$ cat config.mk
export PLATFORM = sky130hd
export DESIGN_NAME = sorted_priority_queue_unit
export DESIGN_NICKNAME = d
export VERILOG_FILES = /design/src/hdl/spq_pkg.sv /design/src/hdl/spq_cell.sv /design/src/hdl/sorted_priority_queue_unit.sv
export SDC_FILE = /design/constraint.sdc
export NUM_CORES = 2
export LEC_CHECK = 0
export ABC_AREA = 1
export BUFFER_PORTS_ARGS = -buffer_cell sky130_fd_sc_hd__buf_4
export CORE_ASPECT_RATIO = 0.8
export CORE_MARGIN = 2
export CORE_UTILIZATION = 42
export CTS_CLUSTER_SIZE = 40
export DETAILED_ROUTE_END_ITERATION = 12
export GPL_TIMING_DRIVEN = 1
export PLACE_DENSITY = 0.58
export SLEW_MARGIN = 5
export SYNTH_ARGS = -nofsm -noshare
export SYNTH_HDL_FRONTEND = slang
export SYNTH_SLANG_ARGS = --single-unit
$ cat constraint.sdc
create_clock -name clk -period 21.1 [get_ports clk]
set_input_delay 1.055 -clock clk [delete_from_list [all_inputs] [get_ports clk]]
set_output_delay 1.055 -clock clk [all_outputs]
set_load 0.005 [all_outputs]
$ cat src/hdl/spq_pkg.sv
// Package for the sorted priority queue: depth, widths, operation and status codes,
// and the control bundle that the top level broadcasts to every cell.
// Used by spq_cell and sorted_priority_queue_unit.
package spq_pkg;

  localparam int QUEUE_DEPTH = 16;
  localparam int VALUE_W     = 32;
  localparam int CNT_W       = $clog2(QUEUE_DEPTH + 1);
  localparam int COUNT_OUT_W = 5;
  localparam int OP_W        = 2;
  localparam int STATUS_W    = 2;

  typedef logic signed [VALUE_W-1:0] value_t;
  typedef logic [CNT_W-1:0]          count_t;

  typedef enum logic [OP_W-1:0] {
    OP_PUSH  = 2'd0,
    OP_POP   = 2'd1,
    OP_CLEAR = 2'd2
  } op_t;

  typedef enum logic [STATUS_W-1:0] {
    ST_OK    = 2'd0,
    ST_EMPTY = 2'd1,
    ST_FULL  = 2'd2
  } status_t;

  // Broadcast to all cells in the cycle a beat is accepted.
  typedef struct packed {
    logic push;   // insert in_value, queue not full
    logic pop;    // shift everything one place toward the head
    logic mode;   // 0: larger first, 1: smaller first
  } cell_ctrl_t;

endpackage

$ cat src/hdl/spq_cell.sv
// One storage cell of the sorted priority queue. It compares the incoming value with
// its own entry and takes its left neighbor, the new value, or its right neighbor.
// Depends on spq_pkg.
module spq_cell (
  input  logic              clk,
  input  spq_pkg::cell_ctrl_t ctrl,
  input  spq_pkg::value_t   new_value,
  input  logic              occupied,
  input  logic              prev_take,
  input  spq_pkg::value_t   left_value,
  input  spq_pkg::value_t   right_value,
  output logic              take,
  output spq_pkg::value_t   value_r,
  output spq_pkg::value_t   value_nxt
);
  import spq_pkg::*;

  logic beats;
  logic hit;

  // The newcomer goes ahead of an entry it strictly beats; ties stay behind.
  assign beats = ctrl.mode ? (value_r > new_value) : (new_value > value_r);

  // An empty cell always accepts, so an append lands at the first free cell.
  assign hit = !occupied || beats;

  // Once any cell toward the head has taken the newcomer, every later cell shifts,
  // even when the stored order no longer matches the current mode.
  assign take = prev_take || hit;

  always_comb begin
    value_nxt = value_r;
    if (ctrl.push && take) begin
      value_nxt = prev_take ? left_value : new_value;
    end else if (ctrl.pop) begin
      value_nxt = right_value;
    end
  end

  always_ff @(posedge clk) begin
    value_r <= value_nxt;
  end

endmodule

$ cat src/hdl/sorted_priority_queue_unit.sv
// Top level of the sorted priority queue: operation decode, entry count, the row of
// spq_cell instances and the registered result stage.
// Depends on spq_pkg and spq_cell.
//
//  Channel  | Direction | Handshake            | Payload
//  ---------+-----------+----------------------+-------------------------------------
//  in_      | input     | in_valid / in_stall  | in_op, in_value
//  out_     | output    | out_valid / out_stall| out_popped_value, out_status,
//           |           |                      | out_head_value, out_is_empty,
//           |           |                      | out_entry_count
//  cfg_     | input     | cfg_valid / cfg_ready| cfg_order_mode
//
// All cells compare against the new value and shift in parallel, and the result is
// registered, so a beat can be accepted every cycle unless in_stall is high.
// The result beat appears in the cycle after its input beat is accepted.
// Reset empties the queue and selects larger-first order; entries are not cleared.
// in_stall is raised only while a result is held and out_stall is high.
module sorted_priority_queue_unit (
  input  logic                          clk,
  input  logic                          rst_n,
  input  logic                          in_valid,
  output logic                          in_stall,
  input  logic [spq_pkg::OP_W-1:0]      in_op,
  input  spq_pkg::value_t               in_value,
  output logic                          out_valid,
  input  logic                          out_stall,
  output spq_pkg::value_t               out_popped_value,
  output logic [spq_pkg::STATUS_W-1:0]  out_status,
  output spq_pkg::value_t               out_head_value,
  output logic                          out_is_empty,
  output logic [spq_pkg::COUNT_OUT_W-1:0] out_entry_count,
  input  logic                          cfg_valid,
  output logic                          cfg_ready,
  input  logic                          cfg_order_mode
);
  import spq_pkg::*;

  logic       accept;
  logic       order_mode_r;
  count_t     count_r, count_nxt;
  cell_ctrl_t ctrl;
  status_t    status;
  value_t     popped;
  logic       is_full, is_empty_now;
  logic [31:0] count_ext;

  logic   [QUEUE_DEPTH-1:0] occupied;
  logic   [QUEUE_DEPTH-1:0] take;
  value_t                   cell_value [QUEUE_DEPTH];
  value_t                   cell_nxt   [QUEUE_DEPTH];

  logic       out_valid_r;
  value_t     out_popped_value_r;
  status_t    out_status_r;
  value_t     out_head_value_r;
  logic       out_is_empty_r;
  logic [COUNT_OUT_W-1:0] out_entry_count_r;

  assign in_stall  = out_valid_r && out_stall;
  assign accept    = in_valid && !in_stall;
  assign cfg_ready = 1'b1;

  assign is_full      = (count_r == CNT_W'(QUEUE_DEPTH));
  assign is_empty_now = (count_r == '0);

  // Operation decoder.
  always_comb begin
    ctrl      = '0;
    ctrl.mode = order_mode_r;
    status    = ST_OK;
    popped    = '0;
    count_nxt = count_r;
    if (accept) begin
      unique case (in_op)
        OP_PUSH: begin
          if (is_full) begin
            status = ST_FULL;
          end else begin
            ctrl.push = 1'b1;
            count_nxt = count_r + 1'b1;
          end
        end
        OP_POP: begin
          if (is_empty_now) begin
            status = ST_EMPTY;
          end else begin
            ctrl.pop  = 1'b1;
            popped    = cell_value[0];
            count_nxt = count_r - 1'b1;
          end
        end
        OP_CLEAR: begin
          count_nxt = '0;
        end
        default: begin
        end
      endcase
    end
  end

  genvar g;
  generate
    for (g = 0; g < QUEUE_DEPTH; g++) begin : g_cell
      assign occupied[g] = (CNT_W'(g) < count_r);
      spq_cell u_cell (
        .clk         (clk),
        .ctrl        (ctrl),
        .new_value   (in_value),
        .occupied    (occupied[g]),
        .prev_take   ((g == 0) ? 1'b0 : take[(g == 0) ? 0 : g-1]),
        .left_value  (cell_value[(g == 0) ? 0 : g-1]),
        .right_value (cell_value[(g == QUEUE_DEPTH-1) ? g : g+1]),
        .take        (take[g]),
        .value_r     (cell_value[g]),
        .value_nxt   (cell_nxt[g])
      );
    end
  endgenerate

  assign count_ext = 32'(count_nxt);

  always_ff @(posedge clk) begin
    if (!rst_n) begin
      count_r      <= '0;
      order_mode_r <= 1'b0;
      out_valid_r  <= 1'b0;
    end else begin
      count_r <= count_nxt;
      if (cfg_valid && cfg_ready) begin
        order_mode_r <= cfg_order_mode;
      end
      if (accept) begin
        out_valid_r <= 1'b1;
      end else if (!out_stall) begin
        out_valid_r <= 1'b0;
      end
    end
  end

  // Result payload; the head comes from cell zero's next value.
  always_ff @(posedge clk) begin
    if (accept) begin
      out_popped_value_r <= popped;
      out_status_r       <= status;
      out_head_value_r   <= (count_nxt == '0) ? '0 : cell_nxt[0];
      out_is_empty_r     <= (count_nxt == '0);
      out_entry_count_r  <= count_ext[COUNT_OUT_W-1:0];
    end
  end

  assign out_valid        = out_valid_r;
  assign out_popped_value = out_popped_value_r;
  assign out_status       = out_status_r;
  assign out_head_value   = out_head_value_r;
  assign out_is_empty     = out_is_empty_r;
  assign out_entry_count  = out_entry_count_r;

endmodule

-- Word-level counts from Yosys, hierarchy flattened
Index checks and enable logic that the tools add are counted.
- reductions and logical operators: 84
- multiplexer cells: 75
- shifts and indexed selects: 0
- $lt $le $gt $ge: 48
- equality and inequality tests: 4
- divide/modulo/power cells: 0
- multipliers: 0
- add/subtract/negate cells: 2
- bitwise gates (word level): 1
- operators with widths (cell ; count):
    two-way mux 32 bit ; 45
    > comparator 32 bit ; 32
    < comparator 4 x 5 -> 1 bit (first input constant) ; 8
    logical OR 1 bit ; 31
    nonzero test 2 bit ; 14
    two-way mux 1 bit ; 23
    < comparator 3 x 5 -> 1 bit (first input constant) ; 4
    logical AND 1 bit ; 18
    logical NOT 1 bit ; 17
    two-way mux 5 bit ; 3
    one-hot mux 5 bit (3 select lines) ; 1
    logical NOT 5 bit ; 2
    < comparator 1 x 5 -> 1 bit (first input constant) ; 2
    < comparator 2 x 5 -> 1 bit (first input constant) ; 2
    adder 5 x 1 -> 5 bit (second input constant) ; 1
    equality test 5 bit (second input constant) ; 1
    subtractor 5 x 1 -> 5 bit (second input constant) ; 1
    two-way mux 2 bit ; 2
    one-hot mux 2 bit (2 select lines) ; 1
    equality test 2 x 1 -> 1 bit (second input constant) ; 1
    equality test 2 bit (second input constant) ; 1
    logical NOT 2 bit ; 1
    != test 2 x 1 -> 1 bit (second input constant) ; 1
    OR reduction 2 bit ; 1
    NOT 1 bit ; 1
- bits of input ports: 40
- register bits: 591
- output and inout bits: 75
- memory bits (writable): 0
- memories kept: 0
- word-level logic and storage cells: 238
- latch bits: 0
- memory bits (read-only): 0

-- Logic depth before layout (Yosys ltp)
- word-level depth: 19
- depth in mapped cells: 30
- depth with buffers taken out: 28

-- By module
A second synthesis with hierarchy kept.
- cell total of the unflattened synthesis: 6704
- area, all modules: 50428.4 µm²
- by module, submodules not included (module ; sequential area each (µm²) ; area an instance (µm²) ; times used ; cells an instance):
    spq_cell ; 640.6 ; 2934.1 ; 16 ; 398
    sorted_priority_queue_unit ; 2302.2 ; 3483.3 ; 1 ; 336

-- Worst setup path before layout
No wires, ideal clock.
- path type: input port to flip-flop
- start: input out_stall
- end: register g_cell[5].u_cell.value_r[0] (enable)
- path buffers: 0
- data required time: 20.634 ns
- setup time: 0.466 ns
- slack: 13.284 ns
- stages: 7
- arrival time: 7.350 ns
- cells stage by stage: nand2_1 inv_1 nor2_1 inv_1 nor2_1 inv_1 o21ai_0
- word-level cells in the longest chain between the ends: 6
- ends and longest elaborated chain (what ; RTL line ; text):
    from (decl) ; sorted_priority_queue_unit.sv:26 ; input logic out_stall,
    logical AND 1 bit (*) ; sorted_priority_queue_unit.sv:59 ; assign in_stall = out_valid_r && out_stall;
    named net in_stall ; sorted_priority_queue_unit.sv:22 ; output logic in_stall,
    logical NOT 1 bit (*) ; sorted_priority_queue_unit.sv:60 ; assign accept = in_valid && !in_stall;
    logical AND 1 bit (*) ; sorted_priority_queue_unit.sv:60 ;
    named net accept ; sorted_priority_queue_unit.sv:38 ; logic accept;
    two-way mux 2 bit (*) ; sorted_priority_queue_unit.sv:73 ; if (accept) begin
    logical AND 1 bit ; spq_cell.sv:33 ; if (ctrl.push && take) begin
    nonzero test 2 bit (no source line) (*) ; -- ;
    to (signal assigned) ; spq_cell.sv:41 ; value_r <= value_nxt;
    to (decl) ; spq_cell.sv:13 ; output spq_pkg::value_t value_r,
The timed path passes the listed nets; every way through them passes the cells marked *.
A chain may end at the register's enable or synchronous reset.

-- Final worst setup path
- start: input in_value[7]
- end: register g_cell[13].u_cell.value_r[4] (enable)
- word-level cells in the longest chain between the ends: 18
- elaborated cells between the ends (all ways): 71
- those cells by class: 28 x order compare; 14 x mux; 29 x reduce/logical
- ends and longest elaborated chain (what ; RTL line ; text):
    from (decl) ; sorted_priority_queue_unit.sv:24 ; input spq_pkg::value_t in_value,
    > comparator 32 bit ; spq_cell.sv:22 ; assign beats = ctrl.mode ? (value_r > new_value) : (new_value > value_r);
    two-way mux 1 bit ; spq_cell.sv:22 ;
    logical OR 1 bit ; spq_cell.sv:25 ; assign hit = !occupied || beats;
    logical OR 1 bit (12 in a row) ; spq_cell.sv:29 ; assign take = prev_take || hit;
    logical OR 1 bit (*) ; spq_cell.sv:29 ;
    logical AND 1 bit (*) ; spq_cell.sv:33 ;
    nonzero test 2 bit (no source line) (*) ; -- ;
    to (signal assigned) ; spq_cell.sv:41 ;
    to (decl) ; spq_cell.sv:13 ;
Every way passes the cells marked *; elsewhere a longest branch is shown, timed or not.

==> results_dict.tcl <==
set metrics [dict create \
    drc 30 \
    track_usage_pct 24.78 \
    area_delta_synth_final_pct 9.480 \
    worst-r2r-setup-slack_ns 13.81 \
    netlist-cell-type-count 54 \
    cp_common_cell "buf_4" \
    timing.final.crit_share_pct 36.53 \
    fin_cells 6379 \
    final_common_cell "nand2_1" \
    io_buffers 113 \
    cts_max_level 3 \
    globalRouteMet2Util_pct 32.99 \
    initialDrtViolationCount 3712 \
    p_per_area_mw_per_mm2 73.36 \
    pin_count 115 \
    clockBufferDepth 3 \
    p_sw_share_pct 31.65 \
    ant_nets 0 \
    status "finished with violations" \
    die_w_um 357.3 \
    internal-power_mw 2.302 \
    power.net_switching_mw 1.066 \
    layout.nets 5569 \
    fp-row-count 103 \
    ctsResizeCount 0 \
    n_fill_cell 9793 \
    fin_setup_tns_ns 0 \
    grt.met3_usage_pct 6.347 \
    tritoncts "done" \
    rr_startpoint "g_cell[0].u_cell.value_r[14]" \
    finalInstanceArea_mm2 0.04591 \
    max_clock_freq_mhz 129.7 \
    worst_setup_path_start_kind "primary input" \
    final-hold-violation-count 0 \
    routed_wirelength_um 128700 \
    start_util_pct 42.42 \
    grt_util_met1_pct 39.22 \
    ys_top_cells_by_area "edfxtp_1 40%, ha_1 15%, nand2_1 11%" \
    r2r_cells 28 \
    root_buffer "clkbuf_16" \
    clkLatencyLatePin_ns 0.63 \
    cp_data_arrival_time_ns 8.06 \
    route.vias.total 35155 \
    power.leakage_nw 20.88 \
    vias_per_cell 5.511 \
    netlist_area_mm2 0.04193 \
    combPwrFrac_pct 22.1 \
    slowest_delay_ns 0.65 \
    hp-class "reg2reg" \
    vdd_ir_drop_max_mv 0.05701 \
    synth_edf_count 552 \
    critPathKind "in2reg" \
    dpl.hpwl_um 98100 \
    synth.largest_area_cell "edfxtp_1" \
    min_to "out_valid" \
    fin_skew_ns 0.03656 \
    coreArea_mm2 0.09885 \
    synth_seq_cells 591 \
    pwr-share-clk_pct 34.1 \
    synth_nets 5579 \
    slowest_stage "nand2_2" \
    rsz0062_at_grt "no" \
    grt_antenna_before_repair 6 \
    maxSlewViolCount 0 \
    final_cell_mix "1,193 x nand2_1, 722 x inv_1, 552 x edfxtp_1, 515 x ha_1, 512 x o21ai_0" \
    synth_warnings 0 \
    place_inst 6255 \
    grt_pass1_vias 32119 \
    total_power_mw 3.368 \
    setup_viol 0 \
    cts_made_buffers 69 \
    routabilityCongestion 0.8809 \
    grt_max_degree 67 \
    synth.top_cell.area_share_pct 39.53 \
    wire_per_inst_um 20.18 \
    worstHoldStart "out_valid" \
    dr.pass1.iters 10 \
    tightestPinTransition_ns 1.186 \
    worst_ep_required_time_ns 21.45 \
    syn_avg_cell_area_um2 8.346 \
    synth_cells 5024 \
    grt_pass1_wl_um 195700 \
    synthArstFlopShare_pct 0 \
    crit_family "simple AND/OR/NAND/NOR gates" \
    grt-ovfl-total 0 \
    violations "DRC" \
    fp.dieArea_mm2 0.1024 \
    placed_area_mm2 0.04384 \
    post-route-min-period_ns 7.708 \
    cts_setup_buffers 0 \
    crit_buf_inv 6 \
    path_clk_slew_ns 0.06 \
    holdBufCountCts 0 \
    rr_endpoint "g_cell[13].u_cell.value_r[4]" \
    synth_ff_type "edfxtp_1" \
    sequentialPowerShare_pct 43.8 \
    drive_above_1_share_pct 6.144 \
    cp_max_fo 66 \
    max_slew_margin_pct 20.66 \
    min_path_cells 2 \
    drv_cap 0 \
    endpoint_kind "register" \
    die_y_um 286.6 \
    seq_area_frac_synth_pct 41.39 \
    cts_sinks 591 \
    grt.busiest_layer "met1" \
]
## flip-flops by register name, indices dropped and copies added, names as in the netlist
register	cells
order_mode_r	1
out_entry_count	5
out_head_value	32
out_is_empty	1
out_valid	1
out_popped_value	32
count_r	5
g_cell.u_cell.value_r	512
out_status	2
## stage by stage
stage	utilization [%]	hold WS, ns	setup slack, ns
final	46.44	0.4825	13.39
after global routing	46.44	0.5264	12.74
after CTS	46.43	0.4902	13.46
after detailed placement	44.36	0.4818	12.83
after global placement	44.36	0.4781	12.99
after floorplan	-	0.4700	13.28
## logic make-up (layout without fill, tap and decap cells)
kind of cell               after synthesis  after routing  share of synthesized area [%]
and+or+nand+nor                       1603           1603                          15.60
AOI/OAI and AO/OA                     1317           1317                          18.27
buffers and inverters                  992           1030                          9.256
DFF                                    591            591                          41.39
adders and majority gates              515            515                          15.37
xor gates and xnor gates                 5              5                         0.1045
other                                    1              6                       0.008943
## cell usage after synthesis (all sizes together), types with 6 or more instances
library cell  instances
o21a                 10
a31oi                16
inv                 736
a21oi               245
nor2                197
buf                  66
dfxtp                39
o21ai               643
o211ai              367
o21bai                6
clkbuf              185
nand2              1202
a211oi                8
nand4                86
edfxtp              552
nand3                74
nor4                 10
a21o                  6
nor3                 18
ha                  515
## cell type report
cell class / instances / area [um2] / area share (%)
multi-input cells: 3441 / 20790 / 45.28
flip-flops and latches: 591 / 17360 / 37.81
inverters: 741 / 2781 / 6.059
clock buffers: 81 / 1824 / 3.974
well taps: 1312 / 1642 / 3.576
repair buffers: 170 / 1276 / 2.780
clock inverters: 38 / 226.5 / 0.4933
diodes: 5 / 12.51 / 0.02725
## metal layers
metal / part of all wire, % / up-vias
li1: - / 17357
met1: 50 / 16429
met2: 38 / 1232
met3: 10 / 133
met4: 2.0 / 4
met5: 0.012 / -
## power by group through the flow
stage                     Combinational (mW)  Clock [mW]  Sequential, mW
after floorplan                        0.486           0            1.48
final                                  0.743        1.15            1.47
after CTS                              0.739        1.17            1.47
after detailed placement               0.735           0            1.50
after global routing                   0.849        1.21            1.48
after global placement                 0.720           0            1.50
## worst min-delay path, stage by stage (launching register included)
cell and delay [ns]:
dfxtp_1 0.31, nand2_1 0.07, a21oi_1 0.06
## worst max-delay path by stage
stage	from	to	slack (ns)	depth (start not counted)
after floorplan	out_stall	g_cell[5].u_cell.value_r[0]	13.28	7
after global placement	in_value[7]	g_cell[13].u_cell.value_r[6]	12.99	26
after detailed placement	in_value[7]	g_cell[13].u_cell.value_r[6]	12.83	26
after CTS	in_value[7]	g_cell[13].u_cell.value_r[12]	13.46	26
after global routing	in_value[19]	g_cell[13].u_cell.value_r[6]	12.74	25
final	in_value[7]	g_cell[13].u_cell.value_r[4]	13.39	26
(Power assumes the default switching activity.)
